===== config.mk =====
export PLATFORM = sky130hd
export DESIGN_NAME = chained_keystream_byte_cipher
export DESIGN_NICKNAME = d
export VERILOG_FILES = /design/src/hw/rtl/ckbc_pkg.sv /design/src/hw/rtl/ckbc_ctrl.sv /design/src/hw/rtl/ckbc_dp.sv /design/src/hw/rtl/chained_keystream_byte_cipher.sv
export SDC_FILE = /design/constraint.sdc
export NUM_CORES = 2
export LEC_CHECK = 0
export BUFFER_PORTS_ARGS = -buffer_cell sky130_fd_sc_hd__buf_2
export CORE_MARGIN = 5
export CORE_UTILIZATION = 60
export CTS_BUF_LIST = sky130_fd_sc_hd__clkbuf_4 sky130_fd_sc_hd__clkbuf_8
export CTS_CLUSTER_DIAMETER = 100
export CTS_CLUSTER_SIZE = 10
export DETAILED_ROUTE_END_ITERATION = 8
export PLACE_DENSITY_LB_ADDON = 0.2
export SETUP_SLACK_MARGIN = 0.4
export SYNTH_ARGS = -nofsm -noshare
export SYNTH_HDL_FRONTEND = slang
export SYNTH_HIERARCHICAL = 1
export SYNTH_SLANG_ARGS = --single-unit

===== constraint.sdc =====
create_clock -name clk -period 9.1 [get_ports clk]
set_input_delay 0.455 -clock clk [delete_from_list [all_inputs] [get_ports clk]]
set_output_delay 0.455 -clock clk [all_outputs]
set_load 0.005 [all_outputs]

===== src/hw/rtl/ckbc_pkg.sv =====
`timescale 1ns / 1ps
package ckbc_pkg;

	localparam int LCG_W   = 45;
	localparam int MULT_W  = 9;
	localparam int WORD_W  = 32;
	localparam int SEED_W  = 64;
	localparam int BYTE_W  = 8;
	localparam int ADD_W   = 44;
	localparam int MULK_W  = 6;
	localparam int ROOT_W  = 7;
	localparam int CFG_A_W = 3;
	localparam int ROOT_MOD = 257;
	localparam int ROOT_N   = 128;

	// Input kind carried on s_tuser
	localparam logic CMD_SEED = 1'b0;
	localparam logic CMD_DATA = 1'b1;

	typedef enum logic [CFG_A_W-1:0] {
		CFG_CHAIN_KEY    = 3'd0,
		CFG_ROOT_INDEX   = 3'd1,
		CFG_MUL_KEY      = 3'd2,
		CFG_ADD_KEY      = 3'd3,
		CFG_DECRYPT_MODE = 3'd4
	} cfg_idx_t;

	typedef enum logic [2:0] {
		ST_IDLE,
		ST_SEED_SUM,
		ST_SEED_FOLD,
		ST_MUL,
		ST_RED,
		ST_MUL_AGAIN,
		ST_RED_AGAIN,
		ST_WORD_BYTE
	} ctrl_state_t;

	typedef struct packed {
		logic load_in;
		logic seed_sum;
		logic seed_fold;
		logic mul;
		logic red_lcg;
		logic red_mult;
		logic make_word;
		logic emit;
	} dp_cmd_t;

	typedef struct packed {
		logic need_refill;
		logic red_is_one;
		logic out_free;
	} dp_status_t;

	// g = 3^(2i+1) mod 257, built at elaboration
	typedef logic [MULT_W-1:0] root_tbl_t [ROOT_N];

	function automatic root_tbl_t build_root_tbl();
		root_tbl_t t;
		int unsigned v;
		v = 3;
		for (int i = 0; i < ROOT_N; i++) begin
			t[i] = MULT_W'(v);
			v = (v * 9) % ROOT_MOD;
		end
		return t;
	endfunction

	localparam root_tbl_t ROOT_TBL = build_root_tbl();

endpackage


===== src/hw/rtl/ckbc_ctrl.sv =====
`timescale 1ns / 1ps
module ckbc_ctrl (
	input  logic                  clk,
	input  logic                  arst_n,
	input  logic                  s_tvalid,
	input  logic                  s_tuser,
	output logic                  s_tready,
	input  ckbc_pkg::dp_status_t  status,
	output ckbc_pkg::dp_cmd_t     cmd
);
	import ckbc_pkg::*;

	ctrl_state_t state_q, state_d;

	always_ff @(posedge clk or negedge arst_n) begin
		if (!arst_n) begin
			state_q <= ST_IDLE;
		end else begin
			state_q <= state_d;
		end
	end

	always_comb begin
		state_d  = state_q;
		cmd      = '0;
		s_tready = 1'b0;
		case (state_q)
			ST_IDLE: begin
				s_tready = 1'b1;
				if (s_tvalid) begin
					cmd.load_in = 1'b1;
					if (s_tuser == CMD_SEED) begin
						state_d = ST_SEED_SUM;
					end else if (status.need_refill) begin
						state_d = ST_MUL;
					end else begin
						state_d = ST_WORD_BYTE;
					end
				end
			end
			ST_SEED_SUM: begin
				cmd.seed_sum = 1'b1;
				state_d      = ST_SEED_FOLD;
			end
			ST_SEED_FOLD: begin
				cmd.seed_fold = 1'b1;
				state_d       = ST_IDLE;
			end
			ST_MUL: begin
				cmd.mul = 1'b1;
				state_d = ST_RED;
			end
			ST_RED: begin
				cmd.red_lcg  = 1'b1;
				cmd.red_mult = 1'b1;
				state_d      = status.red_is_one ? ST_MUL_AGAIN : ST_WORD_BYTE;
				cmd.make_word = 1'b0;
			end
			ST_MUL_AGAIN: begin
				cmd.mul = 1'b1;
				state_d = ST_RED_AGAIN;
			end
			ST_RED_AGAIN: begin
				cmd.red_mult = 1'b1;
				state_d      = ST_WORD_BYTE;
			end
			ST_WORD_BYTE: begin
				// key word is rebuilt first when the buffer ran dry
				if (status.need_refill) begin
					cmd.make_word = 1'b1;
				end else if (status.out_free) begin
					cmd.emit = 1'b1;
					state_d  = ST_IDLE;
				end
			end
			default: begin
				state_d = ST_IDLE;
			end
		endcase
	end

endmodule


===== src/hw/rtl/ckbc_dp.sv =====
`timescale 1ns / 1ps
module ckbc_dp (
	input  logic                            clk,
	input  logic                            arst_n,
	input  logic                            cfg_we,
	input  logic [ckbc_pkg::CFG_A_W-1:0]    cfg_addr,
	input  logic [ckbc_pkg::ADD_W-1:0]      cfg_wdata,
	input  logic [ckbc_pkg::SEED_W-1:0]     seed,
	input  logic [ckbc_pkg::BYTE_W-1:0]     data_in,
	input  ckbc_pkg::dp_cmd_t               cmd,
	output ckbc_pkg::dp_status_t            status,
	output logic                            out_valid,
	input  logic                            out_ready,
	output logic [ckbc_pkg::BYTE_W-1:0]     data_out
);
	import ckbc_pkg::*;

	// configuration
	logic [BYTE_W-1:0] chain_key_q;
	logic [ROOT_W-1:0] root_index_q;
	logic [MULK_W-1:0] mul_key_q;
	logic [ADD_W-1:0]  add_key_q;
	logic              decrypt_q;

	// captured transaction
	logic [SEED_W-1:0] seed_q;
	logic [BYTE_W-1:0] din_q;
	logic [MULT_W-1:0] g_q;

	// generator state
	logic [LCG_W-1:0]  lcg_q;
	logic [MULT_W-1:0] mult_q;
	logic [WORD_W-1:0] key_word_q;
	logic [2:0]        bytes_left_q;
	logic [BYTE_W-1:0] chain_q;

	logic [10:0]         sum_q;
	logic [LCG_W-1:0]    lcg_prod_q;
	logic [2*MULT_W-2:0] mprod_q;

	logic              out_valid_q;
	logic [BYTE_W-1:0] data_out_q;

	// byte sum of the seed, 2^8 = 1 mod 255
	logic [10:0] byte_sum;
	always_comb begin
		byte_sum = '0;
		for (int i = 0; i < SEED_W / BYTE_W; i++) begin
			byte_sum = byte_sum + 11'(seed_q[i*BYTE_W +: BYTE_W]);
		end
	end

	logic [8:0] fold;
	logic [8:0] seed_mod;
	assign fold     = {1'b0, sum_q[7:0]} + {6'd0, sum_q[10:8]};
	assign seed_mod = (fold >= 9'd255) ? (fold - 9'd255) : fold;

	// x mod 257 with 256 = -1: lo - hi, plus 257 when negative
	logic [9:0]        mdiff;
	logic [MULT_W-1:0] mred;
	assign mdiff = {2'b00, mprod_q[7:0]} - {1'b0, mprod_q[16:8]};
	assign mred  = mdiff[9] ? 9'(mdiff + 10'd257) : mdiff[8:0];

	// keystream word from lcg and mult
	logic [4:0]        rot_r;
	logic [3:0]        rot_s;
	logic [5:0]        hi_sh;
	logic [LCG_W-1:0]  hi_full;
	logic [13:0]       s_mask;
	logic [12:0]       lo_bits;
	logic [WORD_W-1:0] lo_word;
	logic [WORD_W-1:0] word;
	assign rot_r   = mult_q[4:0];
	assign rot_s   = 4'd13 - mult_q[8:5];
	assign hi_sh   = {2'b00, rot_s} + {1'b0, rot_r};
	assign hi_full = lcg_q >> hi_sh;
	assign s_mask  = (14'd1 << rot_s) - 14'd1;
	assign lo_bits = lcg_q[12:0] & s_mask[12:0];
	assign lo_word = {19'd0, lo_bits} << (6'd32 - {2'b00, rot_s});
	assign word    = hi_full[WORD_W-1:0] + lo_word;

	// byte step
	logic [2:0]        bl_dec;
	logic [BYTE_W-1:0] ks;
	logic [BYTE_W-1:0] res;
	assign bl_dec = bytes_left_q - 3'd1;
	assign ks     = key_word_q[{bl_dec[1:0], 3'b000} +: BYTE_W];
	assign res    = decrypt_q ? (din_q + ks + chain_q) : (din_q - (ks + chain_q));

	always_ff @(posedge clk or negedge arst_n) begin
		if (!arst_n) begin
			chain_key_q  <= '0;
			root_index_q <= '0;
			mul_key_q    <= '0;
			add_key_q    <= '0;
			decrypt_q    <= 1'b0;
		end else if (cfg_we) begin
			case (cfg_addr)
				CFG_CHAIN_KEY:    chain_key_q  <= cfg_wdata[BYTE_W-1:0];
				CFG_ROOT_INDEX:   root_index_q <= cfg_wdata[ROOT_W-1:0];
				CFG_MUL_KEY:      mul_key_q    <= cfg_wdata[MULK_W-1:0];
				CFG_ADD_KEY:      add_key_q    <= cfg_wdata;
				CFG_DECRYPT_MODE: decrypt_q    <= cfg_wdata[0];
				default: ;
			endcase
		end
	end

	always_ff @(posedge clk) begin
		if (cmd.load_in) begin
			seed_q <= seed;
			din_q  <= data_in;
			g_q    <= ROOT_TBL[root_index_q];
		end
		if (cmd.seed_sum) begin
			sum_q <= byte_sum;
		end
		if (cmd.mul) begin
			lcg_prod_q <= LCG_W'(lcg_q * {mul_key_q, 2'b01});
			mprod_q    <= mult_q * g_q;
		end
	end

	always_ff @(posedge clk or negedge arst_n) begin
		if (!arst_n) begin
			lcg_q        <= '0;
			mult_q       <= 9'd2;
			key_word_q   <= '0;
			bytes_left_q <= '0;
			chain_q      <= '0;
		end else begin
			if (cmd.seed_sum) begin
				lcg_q        <= seed_q[LCG_W-1:0];
				chain_q      <= chain_key_q;
				bytes_left_q <= '0;
			end
			if (cmd.seed_fold) begin
				mult_q <= seed_mod + 9'd2;
			end
			if (cmd.red_lcg) begin
				lcg_q <= lcg_prod_q + {add_key_q, 1'b1};
			end
			if (cmd.red_mult) begin
				mult_q <= mred;
			end
			if (cmd.make_word) begin
				key_word_q   <= word;
				bytes_left_q <= 3'd4;
			end
			if (cmd.emit) begin
				bytes_left_q <= bl_dec;
				chain_q      <= decrypt_q ? res : din_q;
			end
		end
	end

	always_ff @(posedge clk or negedge arst_n) begin
		if (!arst_n) begin
			out_valid_q <= 1'b0;
		end else if (cmd.emit) begin
			out_valid_q <= 1'b1;
		end else if (out_ready) begin
			out_valid_q <= 1'b0;
		end
	end

	always_ff @(posedge clk) begin
		if (cmd.emit) begin
			data_out_q <= res;
		end
	end

	assign status.need_refill = (bytes_left_q == 3'd0) || (bytes_left_q > 3'd4);
	assign status.red_is_one  = (mred == 9'd1);
	assign status.out_free    = !out_valid_q || out_ready;
	assign out_valid          = out_valid_q;
	assign data_out           = data_out_q;

endmodule


===== src/hw/rtl/chained_keystream_byte_cipher.sv =====
`timescale 1ns / 1ps
// Chained keystream byte cipher.
// Input stream (s_*): s_tuser is the command, 0 = seed, 1 = data byte.
//   s_tdata carries the 64-bit seed and the data byte; the unused one is ignored.
// Output stream (m_*): one byte per data transaction, none per seed transaction.
// Config port: cfg_we/cfg_addr/cfg_wdata, 0 chain_key, 1 root_index, 2 mul_key,
//   3 add_key, 4 decrypt_mode. Write only while the block is idle.
// Steps, from acceptance to the next s_tready:
//   seed: byte sum, then mod-255 fold.
//   data byte from a full key word: byte step once the output register is free.
//   data byte that refills the key word (every 4th): the 45x8 LCG multiply and
//   9x9 modular multiply, each registered, then reduced; the mod-257 generator is
//   stepped again if it lands on 1. Then the word is rebuilt and the byte step runs.
// One item is in work at a time; s_tready is high only in the idle state.
// The result sits in an output register, so a new transaction is taken while
// m_tready is low; a second result waits until the first is taken.
// Reset clears generators to lcg 0, mult 2, empty key buffer, chain 0, and all
// config registers to 0.
module chained_keystream_byte_cipher (
	input  logic        clk,
	input  logic        arst_n,
	input  logic        s_tvalid,
	output logic        s_tready,
	input  logic [71:0] s_tdata,   // [63:0] seed, [71:64] data_in
	input  logic        s_tuser,   // [0] cmd
	output logic        m_tvalid,
	input  logic        m_tready,
	output logic [7:0]  m_tdata,   // [7:0] data_out
	input  logic        cfg_we,
	input  logic [ckbc_pkg::CFG_A_W-1:0] cfg_addr,
	input  logic [ckbc_pkg::ADD_W-1:0]   cfg_wdata
);
	import ckbc_pkg::*;

	dp_cmd_t    cmd;
	dp_status_t status;

	ckbc_ctrl u_ctrl (
		.clk      (clk),
		.arst_n   (arst_n),
		.s_tvalid (s_tvalid),
		.s_tuser  (s_tuser),
		.s_tready (s_tready),
		.status   (status),
		.cmd      (cmd)
	);

	ckbc_dp u_dp (
		.clk       (clk),
		.arst_n    (arst_n),
		.cfg_we    (cfg_we),
		.cfg_addr  (cfg_addr),
		.cfg_wdata (cfg_wdata),
		.seed      (s_tdata[SEED_W-1:0]),
		.data_in   (s_tdata[SEED_W +: BYTE_W]),
		.cmd       (cmd),
		.status    (status),
		.out_valid (m_tvalid),
		.out_ready (m_tready),
		.data_out  (m_tdata)
	);

endmodule


==> results.ini <==
[cells_and_area]
final_util=0.649
area_growth_pct=7.17
n_fill_cell=4835
fin_area_mm2=0.0384
fin_cells=4688
nNetsFinal=4580
drive_gt1_frac=0.108

[timing]
maxSlewViolCount=0
rsz0062_at_grt=false
skew_ns=0.0482
finalCriticalPeriod_ns=7.13
finalSetupTns_ns=0
hold_viol=0
setup_viol=0
tightest_slew_ns=1.19
timing.final.crit_share=0.784
max_freq_mhz=140
slew_headroom=0.204

[die]
fp.dieArea_mm2=0.0647
core_mm2=0.0591
dieWidth_um=254
ios=135
num_rows=89
initial_core_util=0.606
dieHeight_um=254

[drt]
drtIter0Drc=2188
vias=27800
dr_wl_met3_um=5740
vias_per_cell=5.93
drc=0
met1Wirelength_um=40500
wl_met2_um=44300
top_layer=met5
ant_nets=0
postRouteWirelength_um=94400
routedWlPerCell_um=20.1
firstDrtPassIters=5

[clock_network]
clock_sinks=328
cts_buffers=38
cts_tree=built
htreeDepth=2
cts_setup_buffers=0
root_buffer=clkbuf_8
path_clk_slew_ns=0.09
cts_resized=0
clk_path_buf_depth=3
clock_latency_ns=0.64
cts-hold-fix-buffers=62

[critical_path]
endpoint_kind=flop
crit_fanout=19
cpLargestDelayFamily=compound AO/OA/AOI/OAI gates
max_stage_delay_ns=0.72
cp.arrival_ns=7.63
startpoint=u_dp/mult_q[7]
startpoint_type=flop
cp_slowest_cell=ha_1
required_ns=9.60
crit_type=flop to flop
crit_top_cell=ha_1
worstReg2RegStart=u_dp/mult_q[7]
timing.critical_path.buf_inv=3

[logic_synthesis]
synth_cells=3814
synth_seq_cells=328
yosysSeqAreaShare=0.252
synthFlopType=dfrtp_1
postSynthAreaPerCell_um2=9.40
async_flop_share=0.509
synth_area_mm2=0.0358
ys_types=103
synth_edf_count=161
yosysWarnings=6

[hold_path]
worstHoldStart=s_tdata[56]
hold_class=primary input to flop

[global_routing]
track_usage=0.293
grt_pass1_wl_um=151000
grt_pass1_vias=27800
antenna_found_initial=2
globalRouteOverflowTotal=0
grt_max_degree=89

[job]
cap_violations=0

[placed_design]
place_area_mm2=0.0370
place.gp.congestion=0.956
place_inst=4556
port_buffers=134
dp_hpwl_um=72200

[outcome]
status=complete, no violations

-- cells in the mapped netlist (49+ instances only) --
master | count | area [um2]
nor2_1 | 211 | 792
xnor2_1 | 119 | 1040
inv_1 | 456 | 1710
o21ai_0 | 168 | 841
xor2_1 | 63 | 552
a21o_1 | 80 | 601
clkbuf_1 | 178 | 668
mux2i_1 | 98 | 981
nand2_1 | 325 | 1220
dfrtp_1 | 166 | 4150
edfxtp_1 | 161 | 4830
ha_1 | 268 | 3350
a21oi_1 | 219 | 1100
fa_1 | 302 | 6050
nand3_1 | 49 | 245
a211oi_1 | 72 | 541
mux2_2 | 103 | 1160
and2_1 | 233 | 1460
-- per-layer routing --
| layer | vias up | global-route usage |
|---|---|---|
| li1 | 13100 | - |
| met1 | 13600 | 0.404 |
| met2 | 853 | 0.480 |
| met3 | 163 | 0.0396 |
| met4 | 2 | 0.106 |
| met5 | - | 0 |
-- registers in the layout, summed over array words and instances (netlist names), 8 cells and up --
name and cells:
u_dp/mult_q 9, u_dp/lcg_q 45, u_dp/add_key_q 44, u_dp/sum_q 11, u_dp/data_out 8, u_dp/din_q 8
u_dp/chain_q 8, u_dp/lcg_prod_q 45, u_dp/chain_key_q 8, u_dp/g_q 8, u_dp/mprod_q 17, u_dp/seed_q 64
u_dp/key_word_q 32
-- layout make-up --
type	count	area (um2)	share of cell area
multi-input cells	2829	24400	0.635
flip-flops and latches	328	9010	0.235
inverters	460	1730	0.0450
repair buffers	228	1540	0.0401
well taps	773	967	0.0252
clock buffers	65	732	0.0191
diodes	4	10.0	0.000261
clock inverters	1	7.51	0.000195
-- metrics by stage --
step / hold slack, ns / setup slack [ns]
final: 0.0332 / 1.97
after global routing: 0.00161 / 1.53
after CTS: 0.00127 / 2.13
after detailed placement: 0.492 / 2.16
after global placement: 0.486 / 2.33
after floorplan: 0.159 / 3.01
-- cells in the final DEF, fill, tap and decap left out, drive strengths merged, types with 17 or more instances in the layout --
cell type    synthesis  layout
inv                459     459
nand2              325     325
fa                 302     302
ha                 268     268
and2               235     235
a21oi              219     219
nor2               213     213
o21ai              195     195
dfrtp              166     166
buf                 26     165
edfxtp             161     161
xnor2              119     119
mux2               104     104
mux2i               98      98
a21o                80      80
a211oi              72      72
clkbuf             180      66
xor2                63      63
dlygate4sd3          0      62
nand3               50      50
nor2b               40      40
mux4                40      40
nor3                35      35
o21bai              29      29
a31oi               29      29
nand2b              25      25
o211ai              20      20
and3                20      20
o21a                20      20
o31ai               17      17
-- cell families after synthesis --
group | Yosys count | share of synthesized area
XOR/XNOR | 182 | 0.0445
multiplexers | 242 | 0.0853
other | 1 | 0.000105
AND/OR/NAND/NOR | 1004 | 0.137
AO/OA/AOI/OAI | 818 | 0.147
buffers and inverters | 666 | 0.0712
flip-flops | 328 | 0.252
adder cells (fa/ha/maj) | 573 | 0.263
-- worst register-to-register path, cell delays in order (launching register included) --
cell       delay (ns)
dfrtp_1          0.49
ha_1             0.72
inv_1            0.18
nand2_1          0.20
nor2_2           0.14
inv_2            0.15
ha_1             0.53
nand2b_1         0.17
a2111oi_0        0.61
o221a_1          0.35
inv_1            0.05
mux4_2           0.47
mux2i_1          0.23
mux2i_1          0.17
nor2_1           0.19
ha_1             0.32
o21ai_0          0.10
a21oi_1          0.14
a221oi_4         0.30
a2111oi_2        0.14
nor3_4           0.23
o31ai_2          0.13
or4_1            0.40
a31o_1           0.23
xor2_1           0.14
mux2_4           0.25
-- final timing paths --
path	endpoint	slack [ns]	cells after the start
max in group asynchronous	u_dp/lcg_q[3]	7.05	3
max reg2reg	u_dp/key_word_q[30]	1.97	25
min reg2reg	u_dp/key_word_q[14]	0.51	1
max	u_dp/key_word_q[30]	1.97	25
min	u_dp/seed_q[56]	0.03	1
min in group asynchronous	u_dp/add_key_q[38]	0.49	2
Power is not shown: default switching activity piles up to over one toggle a cycle in this logic, so the estimate is an artifact.
